$ cat src/rtl/core/mdct_pkg.sv
package mdct_pkg;

  localparam int unsigned MIN_OFF_SECONDS        = 3;
  localparam int unsigned MIN_ON_SECONDS         = 3;
  localparam int unsigned COAST_SECONDS          = 10;
  localparam int unsigned ADAPTIVE_LIMIT_SECONDS = 60;
  localparam int unsigned LONG_CYCLE_SECONDS     = 30;

  localparam int unsigned MS_PER_SECOND = 1000;
  localparam int unsigned FULL_WATTS    = 700;

  // Division by FULL_WATTS as a multiply by a rounded-up reciprocal.
  // The error term stays below one for every 18-bit dividend.
  localparam int unsigned DIV_SHIFT = 27;
  localparam int unsigned DIV_MULT  = ((1 << DIV_SHIFT) + FULL_WATTS - 1) / FULL_WATTS;

  localparam logic [9:0] LEVEL_WATTS_RESET = 10'(FULL_WATTS);

  typedef enum logic [1:0] {
    ACT_START  = 2'd0,
    ACT_RESUME = 2'd1,
    ACT_TICK   = 2'd2
  } mdct_action_e;

  typedef enum logic [1:0] {
    PH_IDLE     = 2'd0,
    PH_COOKING  = 2'd1,
    PH_STAGE2   = 2'd2,
    PH_FINISHED = 2'd3
  } mdct_phase_e;

  typedef enum logic [1:0] {
    MELODY_NONE   = 2'd0,
    MELODY_STAGE1 = 2'd1,
    MELODY_FINAL  = 2'd2
  } mdct_melody_e;

  typedef enum logic [1:0] {
    REG_POWER_LEVEL    = 2'd0,
    REG_LEVEL_WATTS    = 2'd1,
    REG_STAGE2_SECONDS = 2'd2
  } mdct_reg_e;

  typedef struct packed {
    logic        mag;
    logic [31:0] last_off;
  } mdct_drive_t;

endpackage

$ cat src/rtl/core/mdct_cfg_if.sv
interface mdct_cfg_if;
  logic        valid;
  logic        ready;
  logic [1:0]  index;
  logic [15:0] data;

  modport source (output valid, index, data, input ready);
  modport sink (input valid, index, data, output ready);
endinterface

$ cat src/rtl/core/mdct_in_if.sv
interface mdct_in_if;
  logic        valid;
  logic        ready;
  logic [1:0]  action;
  logic        door_closed;
  logic [31:0] now_ms;
  logic [15:0] cook_seconds;
  logic        stage1_melody_idle;
  logic        final_melody_idle;

  modport source (output valid, action, door_closed, now_ms, cook_seconds,
                  stage1_melody_idle, final_melody_idle, input ready);
  modport sink (input valid, action, door_closed, now_ms, cook_seconds,
                stage1_melody_idle, final_melody_idle, output ready);
endinterface

$ cat src/rtl/core/mdct_out_if.sv
interface mdct_out_if;
  logic        valid;
  logic        ready;
  logic        magnetron_on;
  logic        fan_on;
  logic [1:0]  cook_state;
  logic [15:0] seconds_left;
  logic        start_refused;
  logic [1:0]  melody_start;
  logic        flip_check;

  modport source (output valid, magnetron_on, fan_on, cook_state, seconds_left,
                  start_refused, melody_start, flip_check, input ready);
  modport sink (input valid, magnetron_on, fan_on, cook_state, seconds_left,
                start_refused, melody_start, flip_check, output ready);
endinterface

$ cat src/rtl/core/mdct_on_time.sv
module mdct_on_time #(
  parameter int unsigned MIN_OFF_SECONDS        = mdct_pkg::MIN_OFF_SECONDS,
  parameter int unsigned MIN_ON_SECONDS         = mdct_pkg::MIN_ON_SECONDS,
  parameter int unsigned COAST_SECONDS          = mdct_pkg::COAST_SECONDS,
  parameter int unsigned ADAPTIVE_LIMIT_SECONDS = mdct_pkg::ADAPTIVE_LIMIT_SECONDS,
  parameter int unsigned LONG_CYCLE_SECONDS     = mdct_pkg::LONG_CYCLE_SECONDS
) (
  input  logic        clk_i,
  input  logic        load_i,
  input  logic [15:0] cook_seconds_i,
  input  logic [3:0]  power_level_i,
  input  logic [9:0]  level_watts_i,
  output logic [7:0]  cycle_length_o,
  output logic [7:0]  on_seconds_o
);

  localparam logic [35:0] DivMult = 36'(mdct_pkg::DIV_MULT);

  logic [7:0]  cyc_d, cyc_q;
  logic [17:0] prod_d, prod_q;
  logic        full_q;
  logic [35:0] recip;
  logic [8:0]  quot;
  logic [7:0]  max_on;
  logic [8:0]  t;

  // The cycle length and the watts product are formed as the beat is taken.
  always_comb begin
    if ((cook_seconds_i < 16'(COAST_SECONDS) && power_level_i != 4'd0) ||
        cook_seconds_i < 16'(ADAPTIVE_LIMIT_SECONDS)) begin
      cyc_d = cook_seconds_i[7:0];
    end else begin
      cyc_d = 8'(LONG_CYCLE_SECONDS);
    end
    prod_d = 18'(level_watts_i) * 18'(cyc_d);
  end

  always_ff @(posedge clk_i) begin
    if (load_i) begin
      cyc_q  <= cyc_d;
      prod_q <= prod_d;
      full_q <= (power_level_i == 4'd0);
    end
  end

  always_comb begin
    recip  = 36'(prod_q) * DivMult;
    quot   = recip[mdct_pkg::DIV_SHIFT +: 9];
    max_on = (cyc_q > 8'(MIN_OFF_SECONDS)) ? cyc_q - 8'(MIN_OFF_SECONDS) : 8'd0;
    t      = quot;
    if (9'(MIN_ON_SECONDS) > {1'b0, max_on}) begin
      t = {1'b0, max_on};
    end else begin
      if (t < 9'(MIN_ON_SECONDS)) begin
        t = 9'(MIN_ON_SECONDS);
      end
      if (t > {1'b0, max_on}) begin
        t = {1'b0, max_on};
      end
    end
    on_seconds_o   = full_q ? cyc_q : t[7:0];
    cycle_length_o = cyc_q;
  end

endmodule

$ cat src/rtl/core/magnetron_duty_cook_timer_unit.sv
// Cook timer with slow time-proportional magnetron control. Each beat on the
// input channel is a start, a resume or a one-second tick; each gives exactly one
// result beat. A beat is taken into an input register, and the result is then
// registered in the output register, so the block takes one beat per cycle when
// the output side is not stalled. The on-time multiply is formed as the beat is
// taken, and its division by the full-power wattage is done on the registered
// product together with the state update.
// Configuration writes take effect at once and are meant for idle periods.
module magnetron_duty_cook_timer_unit #(
  parameter int unsigned MIN_OFF_SECONDS        = mdct_pkg::MIN_OFF_SECONDS,
  parameter int unsigned MIN_ON_SECONDS         = mdct_pkg::MIN_ON_SECONDS,
  parameter int unsigned COAST_SECONDS          = mdct_pkg::COAST_SECONDS,
  parameter int unsigned ADAPTIVE_LIMIT_SECONDS = mdct_pkg::ADAPTIVE_LIMIT_SECONDS,
  parameter int unsigned LONG_CYCLE_SECONDS     = mdct_pkg::LONG_CYCLE_SECONDS
) (
  input  logic  clk_i,
  input  logic  rst_ni,
  mdct_cfg_if.sink   cfg_i,
  mdct_in_if.sink    in_i,
  mdct_out_if.source out_o
);

  localparam logic [31:0] MinOffMs = 32'(MIN_OFF_SECONDS * mdct_pkg::MS_PER_SECOND);

  logic [3:0]  power_level_q;
  logic [9:0]  level_watts_q;
  logic [15:0] stage2_q;

  logic        in_valid_q;
  logic [1:0]  action_q;
  logic        door_q;
  logic [31:0] now_q;
  logic [15:0] cook_q;
  logic        s1_idle_q;
  logic        fin_idle_q;

  logic                  mag_q, mag_d;
  logic [31:0]           last_off_q, last_off_d;
  mdct_pkg::mdct_phase_e phase_q, phase_d;
  logic [15:0]           rem_q, rem_d;
  logic [15:0]           tot_q, tot_d;
  logic [7:0]            cyc_q, cyc_d;
  logic [7:0]            on_q, on_d;
  logic [7:0]            pos_q, pos_d;
  logic                  fan_q, fan_d;

  logic                   refused;
  mdct_pkg::mdct_melody_e melody;
  logic                   flip;

  logic        out_valid_q;
  logic        out_mag_q;
  logic        out_fan_q;
  logic [1:0]  out_state_q;
  logic [15:0] out_left_q;
  logic        out_refused_q;
  logic [1:0]  out_melody_q;
  logic        out_flip_q;

  logic       in_fire;
  logic       advance;
  logic [7:0] calc_cyc;
  logic [7:0] calc_on;

  assign advance  = in_valid_q && (!out_valid_q || out_o.ready);
  assign in_i.ready = !in_valid_q || advance;
  assign in_fire  = in_i.valid && in_i.ready;
  assign cfg_i.ready = 1'b1;

  always_ff @(posedge clk_i or negedge rst_ni) begin
    if (!rst_ni) begin
      power_level_q <= 4'd0;
      level_watts_q <= mdct_pkg::LEVEL_WATTS_RESET;
      stage2_q      <= 16'd0;
    end else if (cfg_i.valid) begin
      case (cfg_i.index)
        mdct_pkg::REG_POWER_LEVEL:    power_level_q <= cfg_i.data[3:0];
        mdct_pkg::REG_LEVEL_WATTS:    level_watts_q <= cfg_i.data[9:0];
        mdct_pkg::REG_STAGE2_SECONDS: stage2_q      <= cfg_i.data;
        default: ;
      endcase
    end
  end

  always_ff @(posedge clk_i or negedge rst_ni) begin
    if (!rst_ni) begin
      in_valid_q <= 1'b0;
    end else if (in_i.ready) begin
      in_valid_q <= in_i.valid;
    end
  end

  always_ff @(posedge clk_i) begin
    if (in_fire) begin
      action_q   <= in_i.action;
      door_q     <= in_i.door_closed;
      now_q      <= in_i.now_ms;
      cook_q     <= in_i.cook_seconds;
      s1_idle_q  <= in_i.stage1_melody_idle;
      fin_idle_q <= in_i.final_melody_idle;
    end
  end

  mdct_on_time #(
    .MIN_OFF_SECONDS        (MIN_OFF_SECONDS),
    .MIN_ON_SECONDS         (MIN_ON_SECONDS),
    .COAST_SECONDS          (COAST_SECONDS),
    .ADAPTIVE_LIMIT_SECONDS (ADAPTIVE_LIMIT_SECONDS),
    .LONG_CYCLE_SECONDS     (LONG_CYCLE_SECONDS)
  ) u_on_time (
    .clk_i          (clk_i),
    .load_i         (in_fire),
    .cook_seconds_i (in_i.cook_seconds),
    .power_level_i  (power_level_q),
    .level_watts_i  (level_watts_q),
    .cycle_length_o (calc_cyc),
    .on_seconds_o   (calc_on)
  );

  // Switching on is held off until the minimum off time has passed since the
  // last switch-off; a stored time of zero means it was never switched off.
  function automatic mdct_pkg::mdct_drive_t drive(input logic on, input logic [31:0] now,
                                                  input mdct_pkg::mdct_drive_t cur);
    mdct_pkg::mdct_drive_t nxt;
    logic [31:0]           elapsed;
    nxt     = cur;
    elapsed = now - cur.last_off;
    if (on) begin
      if (!(cur.last_off != 32'd0 && elapsed < MinOffMs)) begin
        nxt.mag = 1'b1;
      end
    end else begin
      if (cur.mag) begin
        nxt.last_off = now;
      end
      nxt.mag = 1'b0;
    end
    return nxt;
  endfunction

  always_comb begin
    mdct_pkg::mdct_drive_t dv;
    logic                  want;
    logic [8:0]            pos_inc;
    dv         = '{mag: mag_q, last_off: last_off_q};
    phase_d    = phase_q;
    rem_d      = rem_q;
    tot_d      = tot_q;
    cyc_d      = cyc_q;
    on_d       = on_q;
    pos_d      = pos_q;
    fan_d      = fan_q;
    refused    = 1'b0;
    melody     = mdct_pkg::MELODY_NONE;
    flip       = 1'b0;
    want       = 1'b0;
    pos_inc    = 9'd0;
    case (action_q)
      mdct_pkg::ACT_START: begin
        if (!door_q) begin
          refused = 1'b1;
        end else begin
          fan_d   = 1'b1;
          tot_d   = cook_q;
          rem_d   = cook_q;
          cyc_d   = calc_cyc;
          on_d    = calc_on;
          pos_d   = 8'd0;
          dv      = drive(1'b1, now_q, dv);
          phase_d = mdct_pkg::PH_COOKING;
        end
      end
      mdct_pkg::ACT_RESUME: begin
        if (door_q) begin
          phase_d = mdct_pkg::PH_COOKING;
          fan_d   = 1'b1;
          want    = pos_q < on_q;
          if (want && tot_q >= 16'(ADAPTIVE_LIMIT_SECONDS) &&
              rem_q < 16'(COAST_SECONDS) && power_level_q != 4'd0) begin
            dv = drive(1'b0, now_q, dv);
          end else begin
            dv = drive(want, now_q, dv);
          end
        end
      end
      mdct_pkg::ACT_TICK: begin
        if (phase_q == mdct_pkg::PH_COOKING && rem_q != 16'd0) begin
          if (rem_q == 16'd3) begin
            if (stage2_q != 16'd0) begin
              if (s1_idle_q) begin
                melody = mdct_pkg::MELODY_STAGE1;
              end
            end else if (fin_idle_q) begin
              melody = mdct_pkg::MELODY_FINAL;
            end
          end
          rem_d = rem_q - 16'd1;
          flip  = 1'b1;
          want  = pos_q < on_q;
          if (want && tot_q >= 16'(ADAPTIVE_LIMIT_SECONDS) &&
              rem_d < 16'(COAST_SECONDS) && power_level_q != 4'd0) begin
            dv = drive(1'b0, now_q, dv);
          end else begin
            dv = drive(want, now_q, dv);
          end
          pos_inc = {1'b0, pos_q} + 9'd1;
          pos_d   = (pos_inc >= {1'b0, cyc_q}) ? 8'd0 : pos_inc[7:0];
          if (rem_d == 16'd0) begin
            phase_d = (stage2_q != 16'd0) ? mdct_pkg::PH_STAGE2 : mdct_pkg::PH_FINISHED;
            dv      = drive(1'b0, now_q, dv);
            fan_d   = 1'b0;
          end
        end
      end
      default: ;
    endcase
    mag_d      = dv.mag;
    last_off_d = dv.last_off;
  end

  always_ff @(posedge clk_i or negedge rst_ni) begin
    if (!rst_ni) begin
      mag_q      <= 1'b0;
      last_off_q <= 32'd0;
      phase_q    <= mdct_pkg::PH_IDLE;
      rem_q      <= 16'd0;
      tot_q      <= 16'd0;
      cyc_q      <= 8'd0;
      on_q       <= 8'd0;
      pos_q      <= 8'd0;
      fan_q      <= 1'b0;
    end else if (advance) begin
      mag_q      <= mag_d;
      last_off_q <= last_off_d;
      phase_q    <= phase_d;
      rem_q      <= rem_d;
      tot_q      <= tot_d;
      cyc_q      <= cyc_d;
      on_q       <= on_d;
      pos_q      <= pos_d;
      fan_q      <= fan_d;
    end
  end

  always_ff @(posedge clk_i or negedge rst_ni) begin
    if (!rst_ni) begin
      out_valid_q <= 1'b0;
    end else if (advance) begin
      out_valid_q <= 1'b1;
    end else if (out_o.ready) begin
      out_valid_q <= 1'b0;
    end
  end

  always_ff @(posedge clk_i) begin
    if (advance) begin
      out_mag_q     <= mag_d;
      out_fan_q     <= fan_d;
      out_state_q   <= phase_d;
      out_left_q    <= rem_d;
      out_refused_q <= refused;
      out_melody_q  <= melody;
      out_flip_q    <= flip;
    end
  end

  assign out_o.valid         = out_valid_q;
  assign out_o.magnetron_on  = out_mag_q;
  assign out_o.fan_on        = out_fan_q;
  assign out_o.cook_state    = out_state_q;
  assign out_o.seconds_left  = out_left_q;
  assign out_o.start_refused = out_refused_q;
  assign out_o.melody_start  = out_melody_q;
  assign out_o.flip_check    = out_flip_q;

`ifndef ASSERT_OFF
  // The magnetron never runs without the fan.
  a_mag_needs_fan: assert property (@(posedge clk_i) disable iff (!rst_ni)
    mag_q |-> fan_q)
    else $error("magnetron on while fan is off");

  a_pos_in_cycle: assert property (@(posedge clk_i) disable iff (!rst_ni)
    (pos_q < cyc_q) || (pos_q == 8'd0))
    else $error("cycle position beyond cycle length");

  a_on_in_cycle: assert property (@(posedge clk_i) disable iff (!rst_ni)
    on_q <= cyc_q)
    else $error("on time exceeds cycle length");

  a_flip_counts: assert property (@(posedge clk_i) disable iff (!rst_ni)
    (advance && flip) |=> (rem_q == $past(rem_q) - 16'd1))
    else $error("tick did not count down by one second");
`endif

endmodule
$ cat src/flat_wrapper.sv
// flat-port wrapper written by rule: the top's interface ports become plain ports
module magnetron_duty_cook_timer_unit_flat 
#(
  parameter int unsigned MIN_OFF_SECONDS        = mdct_pkg::MIN_OFF_SECONDS,
  parameter int unsigned MIN_ON_SECONDS         = mdct_pkg::MIN_ON_SECONDS,
  parameter int unsigned COAST_SECONDS          = mdct_pkg::COAST_SECONDS,
  parameter int unsigned ADAPTIVE_LIMIT_SECONDS = mdct_pkg::ADAPTIVE_LIMIT_SECONDS,
  parameter int unsigned LONG_CYCLE_SECONDS     = mdct_pkg::LONG_CYCLE_SECONDS
)
  (clk_i, rst_ni, cfg_i_valid, cfg_i_index, cfg_i_data, cfg_i_ready, in_i_valid, in_i_action, in_i_door_closed, in_i_now_ms, in_i_cook_seconds, in_i_stage1_melody_idle, in_i_final_melody_idle, in_i_ready, out_o_valid, out_o_magnetron_on, out_o_fan_on, out_o_cook_state, out_o_seconds_left, out_o_start_refused, out_o_melody_start, out_o_flip_check, out_o_ready);
  mdct_cfg_if cfg_i_i ();
  mdct_in_if in_i_i ();
  mdct_out_if out_o_i ();
  input  logic clk_i;
  input  logic rst_ni;
  input wire logic [$bits(cfg_i_i.valid)-1:0] cfg_i_valid;
  input wire logic [$bits(cfg_i_i.index)-1:0] cfg_i_index;
  input wire logic [$bits(cfg_i_i.data)-1:0] cfg_i_data;
  output wire logic [$bits(cfg_i_i.ready)-1:0] cfg_i_ready;
  input wire logic [$bits(in_i_i.valid)-1:0] in_i_valid;
  input wire logic [$bits(in_i_i.action)-1:0] in_i_action;
  input wire logic [$bits(in_i_i.door_closed)-1:0] in_i_door_closed;
  input wire logic [$bits(in_i_i.now_ms)-1:0] in_i_now_ms;
  input wire logic [$bits(in_i_i.cook_seconds)-1:0] in_i_cook_seconds;
  input wire logic [$bits(in_i_i.stage1_melody_idle)-1:0] in_i_stage1_melody_idle;
  input wire logic [$bits(in_i_i.final_melody_idle)-1:0] in_i_final_melody_idle;
  output wire logic [$bits(in_i_i.ready)-1:0] in_i_ready;
  output wire logic [$bits(out_o_i.valid)-1:0] out_o_valid;
  output wire logic [$bits(out_o_i.magnetron_on)-1:0] out_o_magnetron_on;
  output wire logic [$bits(out_o_i.fan_on)-1:0] out_o_fan_on;
  output wire logic [$bits(out_o_i.cook_state)-1:0] out_o_cook_state;
  output wire logic [$bits(out_o_i.seconds_left)-1:0] out_o_seconds_left;
  output wire logic [$bits(out_o_i.start_refused)-1:0] out_o_start_refused;
  output wire logic [$bits(out_o_i.melody_start)-1:0] out_o_melody_start;
  output wire logic [$bits(out_o_i.flip_check)-1:0] out_o_flip_check;
  input wire logic [$bits(out_o_i.ready)-1:0] out_o_ready;
  assign cfg_i_i.valid = cfg_i_valid;
  assign cfg_i_i.index = cfg_i_index;
  assign cfg_i_i.data = cfg_i_data;
  assign cfg_i_ready = cfg_i_i.ready;
  assign in_i_i.valid = in_i_valid;
  assign in_i_i.action = in_i_action;
  assign in_i_i.door_closed = in_i_door_closed;
  assign in_i_i.now_ms = in_i_now_ms;
  assign in_i_i.cook_seconds = in_i_cook_seconds;
  assign in_i_i.stage1_melody_idle = in_i_stage1_melody_idle;
  assign in_i_i.final_melody_idle = in_i_final_melody_idle;
  assign in_i_ready = in_i_i.ready;
  assign out_o_valid = out_o_i.valid;
  assign out_o_magnetron_on = out_o_i.magnetron_on;
  assign out_o_fan_on = out_o_i.fan_on;
  assign out_o_cook_state = out_o_i.cook_state;
  assign out_o_seconds_left = out_o_i.seconds_left;
  assign out_o_start_refused = out_o_i.start_refused;
  assign out_o_melody_start = out_o_i.melody_start;
  assign out_o_flip_check = out_o_i.flip_check;
  assign out_o_i.ready = out_o_ready;
  magnetron_duty_cook_timer_unit #(.MIN_OFF_SECONDS(MIN_OFF_SECONDS), .MIN_ON_SECONDS(MIN_ON_SECONDS), .COAST_SECONDS(COAST_SECONDS), .ADAPTIVE_LIMIT_SECONDS(ADAPTIVE_LIMIT_SECONDS), .LONG_CYCLE_SECONDS(LONG_CYCLE_SECONDS)) u_core (.clk_i(clk_i), .rst_ni(rst_ni), .cfg_i(cfg_i_i), .in_i(in_i_i), .out_o(out_o_i));
endmodule
$ cat config.mk
export PLATFORM = sky130hd
export DESIGN_NAME = magnetron_duty_cook_timer_unit_flat
export DESIGN_NICKNAME = d
export VERILOG_FILES = /design/src/rtl/core/mdct_pkg.sv /design/src/rtl/core/mdct_cfg_if.sv /design/src/rtl/core/mdct_in_if.sv /design/src/rtl/core/mdct_out_if.sv /design/src/rtl/core/mdct_on_time.sv /design/src/rtl/core/magnetron_duty_cook_timer_unit.sv /design/src/flat_wrapper.sv
export SDC_FILE = /design/constraint.sdc
export NUM_CORES = 1
export LEC_CHECK = 0
export BUFFER_PORTS_ARGS = -buffer_cell sky130_fd_sc_hd__buf_2
export CAP_MARGIN = 20
export CORE_MARGIN = 5
export CORE_UTILIZATION = 37
export DETAILED_ROUTE_END_ITERATION = 8
export PLACE_DENSITY = 0.6
export SLEW_MARGIN = 10
export SYNTH_ARGS = -nofsm -noshare
export SYNTH_HDL_FRONTEND = slang
export SYNTH_SLANG_ARGS = --single-unit
$ cat constraint.sdc
create_clock -name clk_i -period 9.9 [get_ports clk_i]
set_input_delay 0.99 -clock clk_i [delete_from_list [all_inputs] [get_ports clk_i]]
set_output_delay 0.99 -clock clk_i [all_outputs]
set_load 0.05 [all_outputs]
* Yosys cells after proc, flatten, opt, wreduce, memory -nomap -nowiden
Index checks and enable logic that the tools add are counted.
W data, S select, Z words.
** Storage, ports and cells
- Bits in registers :: 228
- Bits in latches :: 0
- Bits in writable memories :: 0
- Memory bits (read-only) :: 0
- Input port bits :: 76
- Memories kept :: 0
** Cells by class
- Add/subtract/negate cells :: 4
- Multipliers :: 2
- Div/mod/pow operators :: 0
- Order comparisons :: 12
- Eq/ne operators :: 9
- Shifts and indexed selects :: 0
- Mux-type cells :: 44
- Bitwise logic cells :: 1
- Reduce and logical (&&, ||, !) cells :: 34
** Operators with widths (count)
- $mux W33 :: 8
- $pmux W33 S3 :: 1
- $mux W32 :: 3
- $mux W8 :: 8
- $lt A16 B4 Y1 const B :: 3
- $mul A18 B16 Y34 const B :: 1
- $lt A32 B12 Y1 const B :: 1
- $mux W16 :: 2
- $pmux W16 S2 :: 1
- $reduce_bool A16 Y1 :: 2
- $reduce_bool A32 Y1 :: 1
- $sub A32 B32 Y32 :: 1
- $mul A10 B8 Y18 :: 1
- $mux W9 :: 2
- $eq A16 B2 Y1 const B :: 1
- $ge A16 B6 Y1 const B :: 1
- $logic_not A16 Y1 :: 1
- $lt A16 B6 Y1 const B :: 1
- $pmux W8 S2 :: 1
- $sub A16 B1 Y16 const B :: 1
- $mux W1 :: 11
- $logic_and A1 B1 Y1 :: 10
- $mux W2 :: 5
- $add A8 B1 Y9 const B :: 1
- other kinds (24) :: 38

* Depth between registers and ports, before layout
Gate-level depths: netlist of the first run.
- Word-level depth :: 12
- Gate-level depth with buffers :: 35
- Depth with buffers taken out :: 35

* Cells and area by module
Synthesis of the first run repeated with hierarchy kept, for this count alone.
** Second synthesis, totals
- Cell total of the unflattened synthesis :: 2068
- Area total of the unflattened synthesis :: 21072.7 um^2
** By module, submodules not included
- magnetron_duty_cook_timer_unit :: times used 1, cells an instance 982, area each 10716.5 um^2
- mdct_on_time :: times used 1, cells an instance 1086, area each 10356.2 um^2

* Least setup slack after synthesis of the first run
OpenSTA, ideal clock, no wires.
- Path kind :: register to register
- Start :: register u_core.u_on_time.prod_q[9]
- End :: register u_core.on_q[7]
- Arrival time :: 8.382 ns
- Required time :: 9.763 ns
- Setup slack :: 1.381 ns
- Stages on the path, launching flop included :: 34
- Path buffers :: 0
- Period minus slack after synthesis :: 8.519 ns
- Cell sequence :: edfxtp_1 -> ha_1 -> inv_1 -> fa_1 -> fa_1 -> fa_1 -> inv_1 -> fa_1 -> inv_1 -> fa_1 -> inv_1 -> ha_1 -> a21o_1 -> a21o_1 -> a21oi_1 -> or3b_1 -> o21ai_0 -> a32oi_1 -> a21oi_1 -> xnor2_1 -> or4_1 -> o21ai_0 -> ha_1 -> nor2b_1 -> o21a_1 -> o21a_1 -> o211ai_1 -> a21boi_0 -> o31a_1 -> or4_1 -> nand2_1 -> mux2_2 -> a22oi_1 -> a21oi_1
** Between the ends
- Longest elaborated chain between the ends :: 8
** Ends and longest elaborated chain
- from (decl) :: line mdct_on_time.sv:20 : logic [17:0] prod_d, prod_q;
- from (signal assigned) :: line mdct_on_time.sv:41 : prod_q <= prod_d;
- $mul A18 B16 Y34 (*) :: line mdct_on_time.sv:47 : recip = 36'(prod_q) * DivMult;
- $lt A9 B2 Y1 :: line mdct_on_time.sv:54 : if (t < 9'(MIN_ON_SECONDS)) begin
- $mux W9 (*) :: line mdct_on_time.sv:54
- $mux W9 (*) :: line mdct_on_time.sv:51 : if (9'(MIN_ON_SECONDS) > {1'b0, max_on}) begin
- $gt A9 B8 Y1 :: line mdct_on_time.sv:57 : if (t > {1'b0, max_on}) begin
- $mux W8 (*) :: line mdct_on_time.sv:57
- $mux W8 (*) :: line mdct_on_time.sv:51
- $mux W8 (*) :: line mdct_on_time.sv:61 : on_seconds_o = full_q ? cyc_q : t[7:0];
- to (signal assigned) :: line magnetron_duty_cook_timer_unit.sv:239 : on_q <= on_d;
- to (decl) :: line magnetron_duty_cook_timer_unit.sv:43 : logic [7:0] on_q, on_d;
Every way passes the cells marked *; elsewhere a longest branch is shown, timed or not. The select of a mux whose other input is x is not followed.
A chain may end at the register's enable or synchronous reset.

* Worst setup path in the final report of the first run
- Start :: register u_core.u_on_time.prod_q[10]
- End :: register u_core.on_q[2]
Same word-level chain as after synthesis.

==> flow_summary.yaml, run 1 <==
synthesis:
  ys_ff_latch: 226
  synth_top_family_by_area: "adder cells"
  yosysMostFrequentCell: "inv_1"
  synthFlopType: "dfrtp_1"
  synthTopCellsByCount: "408 x inv_1, 228 x ha_1, 207 x nand2_1"
  ys_types: 79
  synth_area_leader_cell: "fa_1"
  synth_compound_area_share_pct: 13.5
  synth-seq-area-share_pct: 27.6
  synth_xor_area_share_pct: 2.19
  synth-adder-area-share_pct: 30.3
  synth.area.top_cells: "fa_1 18%, edfxtp_1 14%, dfrtp_1 13%"
  ys_warn_count: 0
  syn_area_mm2: 0.0224
  syn_inst: 2377
  yosys.area_share.simple_pct: 14.4
  syn_area_per_cell_um2: 9.44
  synthArstFlopShare_pct: 54.0
  synth_top_area_share_pct: 17.6
  synth-edff-count: 104
  synthMuxAreaShare_pct: 3.63
detailed_routing:
  post-route-drc-count: 0
  wl_per_cell_um: 18.0
  drt-initial-drc-count: 1068
  ant_nets: 0
  vias_per_cell: 5.35
  firstDrtPassIters: 5
  totalWireLength_um: 58500
  vias: 17400
critical_path:
  max_stage_delay_ps: 580
  worstSetupPathType: "register to register"
  cp.arrival_ps: 9810
  critPathLaunchType: "register"
  worst_path_most_repeated_cell: "fa_1"
  cp_slowest_cell: "fa_1"
  crit_required_ps: 10310
  end_kind: "register"
  cp_max_fo: 6
floorplan:
  design.core.area_mm2: 0.0602
  start_util_pct: 37.2
  die-area_mm2: 0.0656
  die_y_um: 256
  die_x_um: 256
  io_pins: 103
  rows: 90
grt:
  grt_overflow: 0
  grt.total_usage_pct: 17.6
  grt_max_degree: 67
  grt_pass1_vias: 17900
  grt_antenna_before_repair: 0
  grt_pass1_wl_um: 96300
timing:
  fin_worst_skew_ps: 25.1
  final_hold_viol_count: 0
  max_slew_margin_pct: 26.4
  min_period_ps: 9400
  timing.final.crit_share_pct: 95.0
  grt_setup_unrepaired: "no"
  setup_violations: 0
  timing.fmax_ghz: 0.106
  tightest_slew_ps: 1100
  drv_slew: 0
  setup_tns_ps: 0
clocking:
  cts_buffer_depth: 3
  clock_latency_ps: 560
  cts_sinks: 226
  cts.hold.buffers_added: 0
  ctsHtreeMaxLevel: 1
  clk_pin_slew_ps: 60
  post_cts_buffers: 0
  cts_repair_resize_count: 0
  tritoncts: "yes"
  cts-buffers-inserted: 27
  cts_root_buf: "clkbuf_16"
placement:
  place_hpwl_um: 45600
  port_buffers: 101
  gp_congestion: 0.895
  placed_area_mm2: 0.0238
cells_and_area:
  nFillCells: 5836
  area_delta_synth_final_pct: 10.2
  final_layout_size_suffix_gt1_share_pct: 11.7
  design_area_mm2: 0.0247
  final_nets: 2957
  num_antenna_cells: 0
worst_hold_path:
  hp-class: "input pin to async pin"
run_status:
  status: "finished, final reports clean"
run:
  drv_cap: 0
==> final timing paths <==
check	slack [ps]	endpoint	start	cells after the start
min in group clk_i	470	u_core.tot_q[9]	u_core.tot_q[9]	2
max reg2reg	500	u_core.on_q[2]	u_core.u_on_time.prod_q[10]	33
max in group asynchronous	8110	u_core.stage2_q[1]	rst_ni	2
min reg2reg	470	u_core.tot_q[9]	u_core.tot_q[9]	2
max	500	u_core.on_q[2]	u_core.u_on_time.prod_q[10]	33
min	410	u_core.last_off_q[10]	rst_ni	1
==> logic make-up after synthesis <==
group	count (synthesis)
AND/OR/NAND/NOR	625
XOR/XNOR	56
other	2
AO/OA/AOI/OAI	472
buffers and inverters	498
flip-flops	226
adder cells (fa/ha/maj)	425
multiplexers	73
==> cells in the final DEF, fill, tap and decap left out, drive strengths merged, types with 11 or more instances in the layout <==
cell type / n
ha: 228
or2: 37
o22ai: 36
nor3: 61
mux2: 67
nor2: 83
o21ai: 128
clkbuf: 36
and3: 20
fa: 197
a211oi: 12
nor4: 55
dfrtp: 116
a21o: 33
a22o: 32
nand4: 22
nand3: 25
nand2b: 12
edfxtp: 104
and4: 34
inv: 409
a31oi: 13
a21oi: 109
nand2: 207
a22oi: 11
o21a: 13
xor2: 23
xnor2: 33
buf: 119
and2: 35
o211ai: 13
conb: 23
==> routing by layer <==
layer,up-vias,routed length (µm),GRT usage (%)
met1,8627,27100,25.0
li1,8320,-,-
met5,-,0,0
met4,0,1210,4.03
met2,419,27500,29.1
met3,64,2800,1.76
==> final cells by class <==
type	count	area, µm²	share of cell area [%]
multi-input combinational	1674	14500	58.6
timing repair buffer	119	647	2.62
clock buffer	36	751	3.04
inverter	408	1530	6.19
tap	782	978	3.96
sequential	226	6180	25.0
clock inverter	13	145	0.587
==> metrics by stage <==
step / std cells / util [%] / hold WS, ps / setup WS (ps)
after floorplan: 2398 / - / 437 / 1380
after global placement: 3209 / 39.5 / 455 / 732
after detailed placement: 3209 / 39.5 / 456 / 562
after CTS: 3258 / 41.0 / 425 / 525
after global routing: 3258 / 41.0 / 466 / 2.21
final: 3258 / 41.0 / 409 / 500
==> critical path, delay by kind of cell, from the launching register on <==
family / cells / cell delay [ps]
DFF: 1 / 520
and+or+nand+nor: 5 / 1600
xor gates and xnor gates: 1 / 130
AOI/OAI and AO/OA: 15 / 3000
adders and majority gates: 8 / 3680
buffers and inverters: 4 / 330
==> sequential cells by signal, indices dropped and copies added, names as in the netlist, 10 cells and up <==
signal,count
u_core.level_watts_q,10
u_core.stage2_q,16
u_core.tot_q,14
u_core.now_q,32
u_core.last_off_q,32
u_core.rem_q,16
u_core.out_o.seconds_left,16
u_core.cook_q,16
u_core.u_on_time.prod_q,18
Power of run 1 is left out: the tool's default activity adds up to more than one toggle a clock period on the data nets, which glitch-free logic cannot reach.
==> run 2: changes to the inputs <==
--- a/config.mk
+++ b/config.mk
@@ -8,9 +8,10 @@
 export BUFFER_PORTS_ARGS = -buffer_cell sky130_fd_sc_hd__buf_2
 export CAP_MARGIN = 20
 export CORE_MARGIN = 5
-export CORE_UTILIZATION = 37
+export CORE_UTILIZATION = 40
 export DETAILED_ROUTE_END_ITERATION = 8
-export PLACE_DENSITY = 0.6
+export MAX_ROUTING_LAYER = met4
+export PLACE_DENSITY = 0.63
 export SLEW_MARGIN = 10
 export SYNTH_ARGS = -nofsm -noshare
 export SYNTH_HDL_FRONTEND = slang
==> run 2 against run 1 <==
  * Hold slack better by 50 ps
  * Highest routed layer unchanged
  * Worst setup slack better by 30 ps
  * Global-route usage is 2.6 points higher
  * Critical path type unchanged
==> flow_summary.yaml, run 2 (synthesis results as in run 1) <==
run_status:
  status: "finished, final reports clean"
floorplan:
  rows: 86
  die-area_mm2: 0.0609
  io_pins: 103
  start_util_pct: 40.6
  design.core.area_mm2: 0.0553
  die_y_um: 247
  die_x_um: 247
timing:
  min_period_ps: 9370
  fin_worst_skew_ps: 24.6
  timing.fmax_ghz: 0.107
  setup_tns_ps: 0
  grt_setup_unrepaired: "no"
  tightest_slew_ps: 1080
  max_slew_margin_pct: 28.0
  timing.final.crit_share_pct: 94.7
  final_hold_viol_count: 0
  setup_violations: 0
  drv_slew: 0
placement:
  placed_area_mm2: 0.0238
  place_hpwl_um: 45900
  gp_congestion: 0.916
  port_buffers: 101
critical_path:
  critPathLaunchType: "register"
  cp_slowest_cell: "or4_1"
  reg2regPathDepth: 33
  cp.arrival_ps: 9770
  worstSetupPathType: "register to register"
  crit_required_ps: 10300
  reg2reg_to: "u_core.on_q[7]"
  max_stage_delay_ps: 560
  r2r_slack_ps: 530
  cp_max_fo: 6
  timing.rr.start: "u_core.u_on_time.prod_q[10]"
  worst_path_most_repeated_cell: "fa_1"
  end_kind: "register"
detailed_routing:
  vias_per_cell: 5.44
  wl_per_cell_um: 18.4
  drt-initial-drc-count: 1178
  ant_nets: 0
  firstDrtPassIters: 6
  post-route-drc-count: 0
  totalWireLength_um: 59300
  vias: 17500
grt:
  grt_antenna_before_repair: 0
  grt_max_degree: 65
  grt_pass1_vias: 18200
  grt_pass1_wl_um: 97700
  grt.total_usage_pct: 20.1
  grt_overflow: 0
clocking:
  cts_root_buf: "clkbuf_16"
  cts_buffer_depth: 3
  clk_pin_slew_ps: 60
  cts.hold.buffers_added: 0
  cts_sinks: 226
  cts-buffers-inserted: 26
  tritoncts: "yes"
  ctsHtreeMaxLevel: 1
  cts_repair_resize_count: 0
  clock_latency_ps: 550
  post_cts_buffers: 0
cells_and_area:
  final_nets: 2954
  layout_commonest_cell: "inv_1"
  final-seq-area_mm2: 0.00618
  final_layout_size_suffix_gt1_share_pct: 11.7
  multi_input_area_mm2: 0.0145
  num_antenna_cells: 0
  design_area_mm2: 0.0246
  area_delta_synth_final_pct: 9.77
  reg.largest.list: "u_core.last_off_q: 32 flops, u_core.now_q: 32 flops, u_core.u_on_time.prod_q: 18 flops"
  nFillCells: 5379
  layout_common_cells: "408 x inv_1, 228 x ha_1, 207 x nand2_1, 197 x fa_1, 125 x o21ai_0"
run:
  drv_cap: 0
worst_hold_path:
  hp-class: "input pin to async pin"
==> run 2: cell count changes in the layout (fill, tap and decap cells not counted), moves of 2 or more <==
cell | before | now
clkinv_2 | 4 | 8
clkinv_4 | 0 | 2
clkbuf_1 | 6 | 3
buf_4 | 18 | 15
bufinv_16 | 3 | 1
==> run 2: layout make-up <==
type                            count  area share [%]
Inverter                          408            6.22
Tap cell                          748            3.80
Multi-Input combinational cell   1674            58.9
Sequential cell                   226            25.1
Clock inverter                     16           0.462
Timing Repair Buffer              117            2.64
Clock buffer                       31            2.85
==> run 2: worst max-delay path by stage <==
| stage | from | end | slack (ps) | depth (start not counted) |
|---|---|---|---|---|
| 2_1_floorplan | u_core.u_on_time.prod_q[9] | u_core.on_q[7] | 1380 | 33 |
| 3_3_place_gp | u_core.u_on_time.prod_q[10] | u_core.on_q[7] | 740 | 33 |
| 3_5_place_dp | u_core.u_on_time.prod_q[10] | u_core.on_q[7] | 590 | 33 |
| 4_1_cts | u_core.u_on_time.prod_q[9] | u_core.on_q[7] | 570 | 33 |
| 5_1_grt | u_core.u_on_time.prod_q[16] | u_core.on_q[7] | 40 | 35 |
| 6_report | u_core.u_on_time.prod_q[10] | u_core.on_q[7] | 530 | 33 |
==> run 2: metrics by stage <==
stage | hold slack, ps | util, % | setup slack (ps) | cells
floorplan | 437 | - | 1380 | 2398
global route | 499 | 44.5 | 38.4 | 3220
global placement | 453 | 43.0 | 737 | 3172
detailed placement | 459 | 43.0 | 591 | 3172
finish | 459 | 44.5 | 530 | 3220
CTS | 472 | 44.5 | 566 | 3219
==> run 2: worst max-delay path: cells and delay by family (launching register included) <==
family	cells	cell delay [ps]
adder cells (fa/ha/maj)	8	3580
AO/OA/AOI/OAI	14	2590
AND/OR/NAND/NOR	5	1730
flip-flops	1	530
multiplexers	1	360
buffers and inverters	4	310
XOR/XNOR	1	130
==> run 2: per-layer routing <==
| metal | GRT usage [%] | part of all wire, % | up-vias |
|---|---|---|---|
| met5 | - | 0 | - |
| met4 | 4.69 | 2.3 | 0 |
| met3 | 2.18 | 4.8 | 73 |
| met2 | 32.5 | 47 | 490 |
| met1 | 27.6 | 46 | 8644 |
| li1 | - | - | 8296 |
Power of run 2 is left out for the same reason.
==> run 3: changes to the inputs <==
--- a/config.mk
+++ b/config.mk
@@ -9,6 +9,7 @@
 export CAP_MARGIN = 20
 export CORE_MARGIN = 5
 export CORE_UTILIZATION = 40
+export CTS_BUF_LIST = sky130_fd_sc_hd__clkbuf_2 sky130_fd_sc_hd__clkbuf_4 sky130_fd_sc_hd__clkbuf_8
 export DETAILED_ROUTE_END_ITERATION = 8
 export MAX_ROUTING_LAYER = met4
 export PLACE_DENSITY = 0.63
==> run 3 against run 2 <==
  * Final cell count up 0.96%
  * Worst setup slack better by 8.0 ps
  * Count of clock-buffer cells in the layout up 27
  * Final area up 0.79%
  * Register-to-register slack about the same
  * Global-route usage up 0.17 points
  * Via count up 0.55%
  * Maximum frequency about the same
  * Flip-flop and latch count unchanged
  * Non-clock buffer count unchanged
  * Sequential share of layout area down 0.20 points
==> flow_summary.yaml, run 3 (synthesis results as in run 1) <==
run_status:
  status: "finished, final reports clean"
grt:
  grt_max_degree: 65
  grt_pass1_vias: 18300
  grt.total_usage_pct: 20.3
  grt_pass1_wl_um: 98100
  grt_overflow: 0
  grt_antenna_before_repair: 1
clocking:
  cts_repair_resize_count: 0
  cts.hold.buffers_added: 0
  clock_latency_ps: 630
  post_cts_buffers: 0
  ctsHtreeMaxLevel: 2
  tritoncts: "yes"
  cts-buffers-inserted: 42
  cts_buffer_depth: 3
  cts_root_buf: "clkbuf_8"
  clk_pin_slew_ps: 70
  cts_sinks: 226
timing:
  fin_worst_skew_ps: 48.5
  min_period_ps: 9360
  final_hold_viol_count: 0
  drv_slew: 0
  grt_setup_unrepaired: "no"
  setup_violations: 0
  timing.final.crit_share_pct: 94.6
  whs_ps: 392
  timing.fmax_ghz: 0.107
  tightest_slew_ps: 1080
  max_slew_margin_pct: 28.0
  setup_tns_ps: 0
cells_and_area:
  layout_commonest_cell: "inv_1"
  final-seq-area_mm2: 0.00618
  nFillCells: 5370
  final_nets: 2970
  final_layout_size_suffix_gt1_share_pct: 13.0
  area_delta_synth_final_pct: 10.6
  multi_input_area_mm2: 0.0145
  reg.largest.list: "u_core.last_off_q: 32 flops, u_core.now_q: 32 flops, u_core.u_on_time.prod_q: 18 flops"
  layout_common_cells: "408 x inv_1, 228 x ha_1, 207 x nand2_1, 197 x fa_1, 125 x o21ai_0"
detailed_routing:
  ant_nets: 0
  post-route-drc-count: 0
  drt-initial-drc-count: 1187
  vias_per_cell: 5.41
  totalWireLength_um: 59600
  vias: 17600
  wl_per_cell_um: 18.3
  firstDrtPassIters: 5
critical_path:
  cp_slowest_cell: "or4_1"
  end_kind: "register"
  cp.arrival_ps: 9820
  max_stage_delay_ps: 560
  cp_max_fo: 6
  worst_path_most_repeated_cell: "fa_1"
  worstSetupPathType: "register to register"
  critPathLaunchType: "register"
  crit_required_ps: 10350
floorplan:
  rows: 86
  die_x_um: 247
  start_util_pct: 40.6
  die-area_mm2: 0.0609
  io_pins: 103
  die_y_um: 247
  design.core.area_mm2: 0.0553
placement:
  gp_congestion: 0.916
  place_hpwl_um: 45900
  port_buffers: 101
worst_hold_path:
  hp-class: "input pin to async pin"
run:
  drv_cap: 0
-- run 3: cell types whose count changed in the layout (fill, tap and decap cells not counted), sizes merged --
cell / change
bufinv: +6
buf: +1
diode: +1
clkinvlp: -1
clkinv: -4
clkbuf: +26
inv: +2
-- run 3: per-layer routing --
layer	part of all wire, %	vias to the layer above	GRT usage (%)
met5	0	-	-
met4	2.5	0	5.69
met3	5.0	86	2.54
met2	47	529	32.5
met1	46	8629	27.5
li1	-	8355	-
-- run 3: layout make-up --
| type | count | area share (%) |
|---|---|---|
| multi-input combinational | 1674 | 58.5 |
| sequential | 226 | 24.9 |
| inverter | 408 | 6.17 |
| tap | 748 | 3.77 |
| clock buffer | 58 | 2.89 |
| timing repair buffer | 117 | 2.58 |
| clock inverter | 19 | 1.21 |
| antenna | 1 | 0.0101 |
-- run 3: critical path, delay by kind of cell (launching register included) --
family | cells | cell delay [ps]
AOI/OAI and AO/OA | 14 | 2570
xor gates and xnor gates | 1 | 130
adders and majority gates | 8 | 3590
buffers and inverters | 4 | 320
DFF | 1 | 530
muxes | 1 | 360
and+or+nand+nor | 5 | 1730
-- run 3: metrics by stage --
step	util, %	cell area, µm²	setup WS (ps)	std cells
detailed placement	43.0	23800	591	3172
floorplan	-	22500	1380	2398
global route	44.9	24800	31.3	3251
global placement	43.0	23800	737	3172
CTS	44.8	24800	554	3249
finish	44.9	24800	538	3251
-- run 3: path summary, 6_finish.rpt --
path / start / to / slack (ps) / depth (start not counted)
worst min register to register: u_core.cook_q[6] / u_core.tot_q[6] / 470 / 2
worst max-delay path: u_core.u_on_time.prod_q[10] / u_core.on_q[7] / 540 / 33
max in group asynchronous: rst_ni / u_core.stage2_q[11] / 8170 / 2
worst max register to register: u_core.u_on_time.prod_q[10] / u_core.on_q[7] / 540 / 33
worst min-delay path: rst_ni / u_core.last_off_q[20] / 390 / 1
min in group clk_i: u_core.cook_q[6] / u_core.tot_q[6] / 470 / 2
Power of run 3 is left out for the same reason.
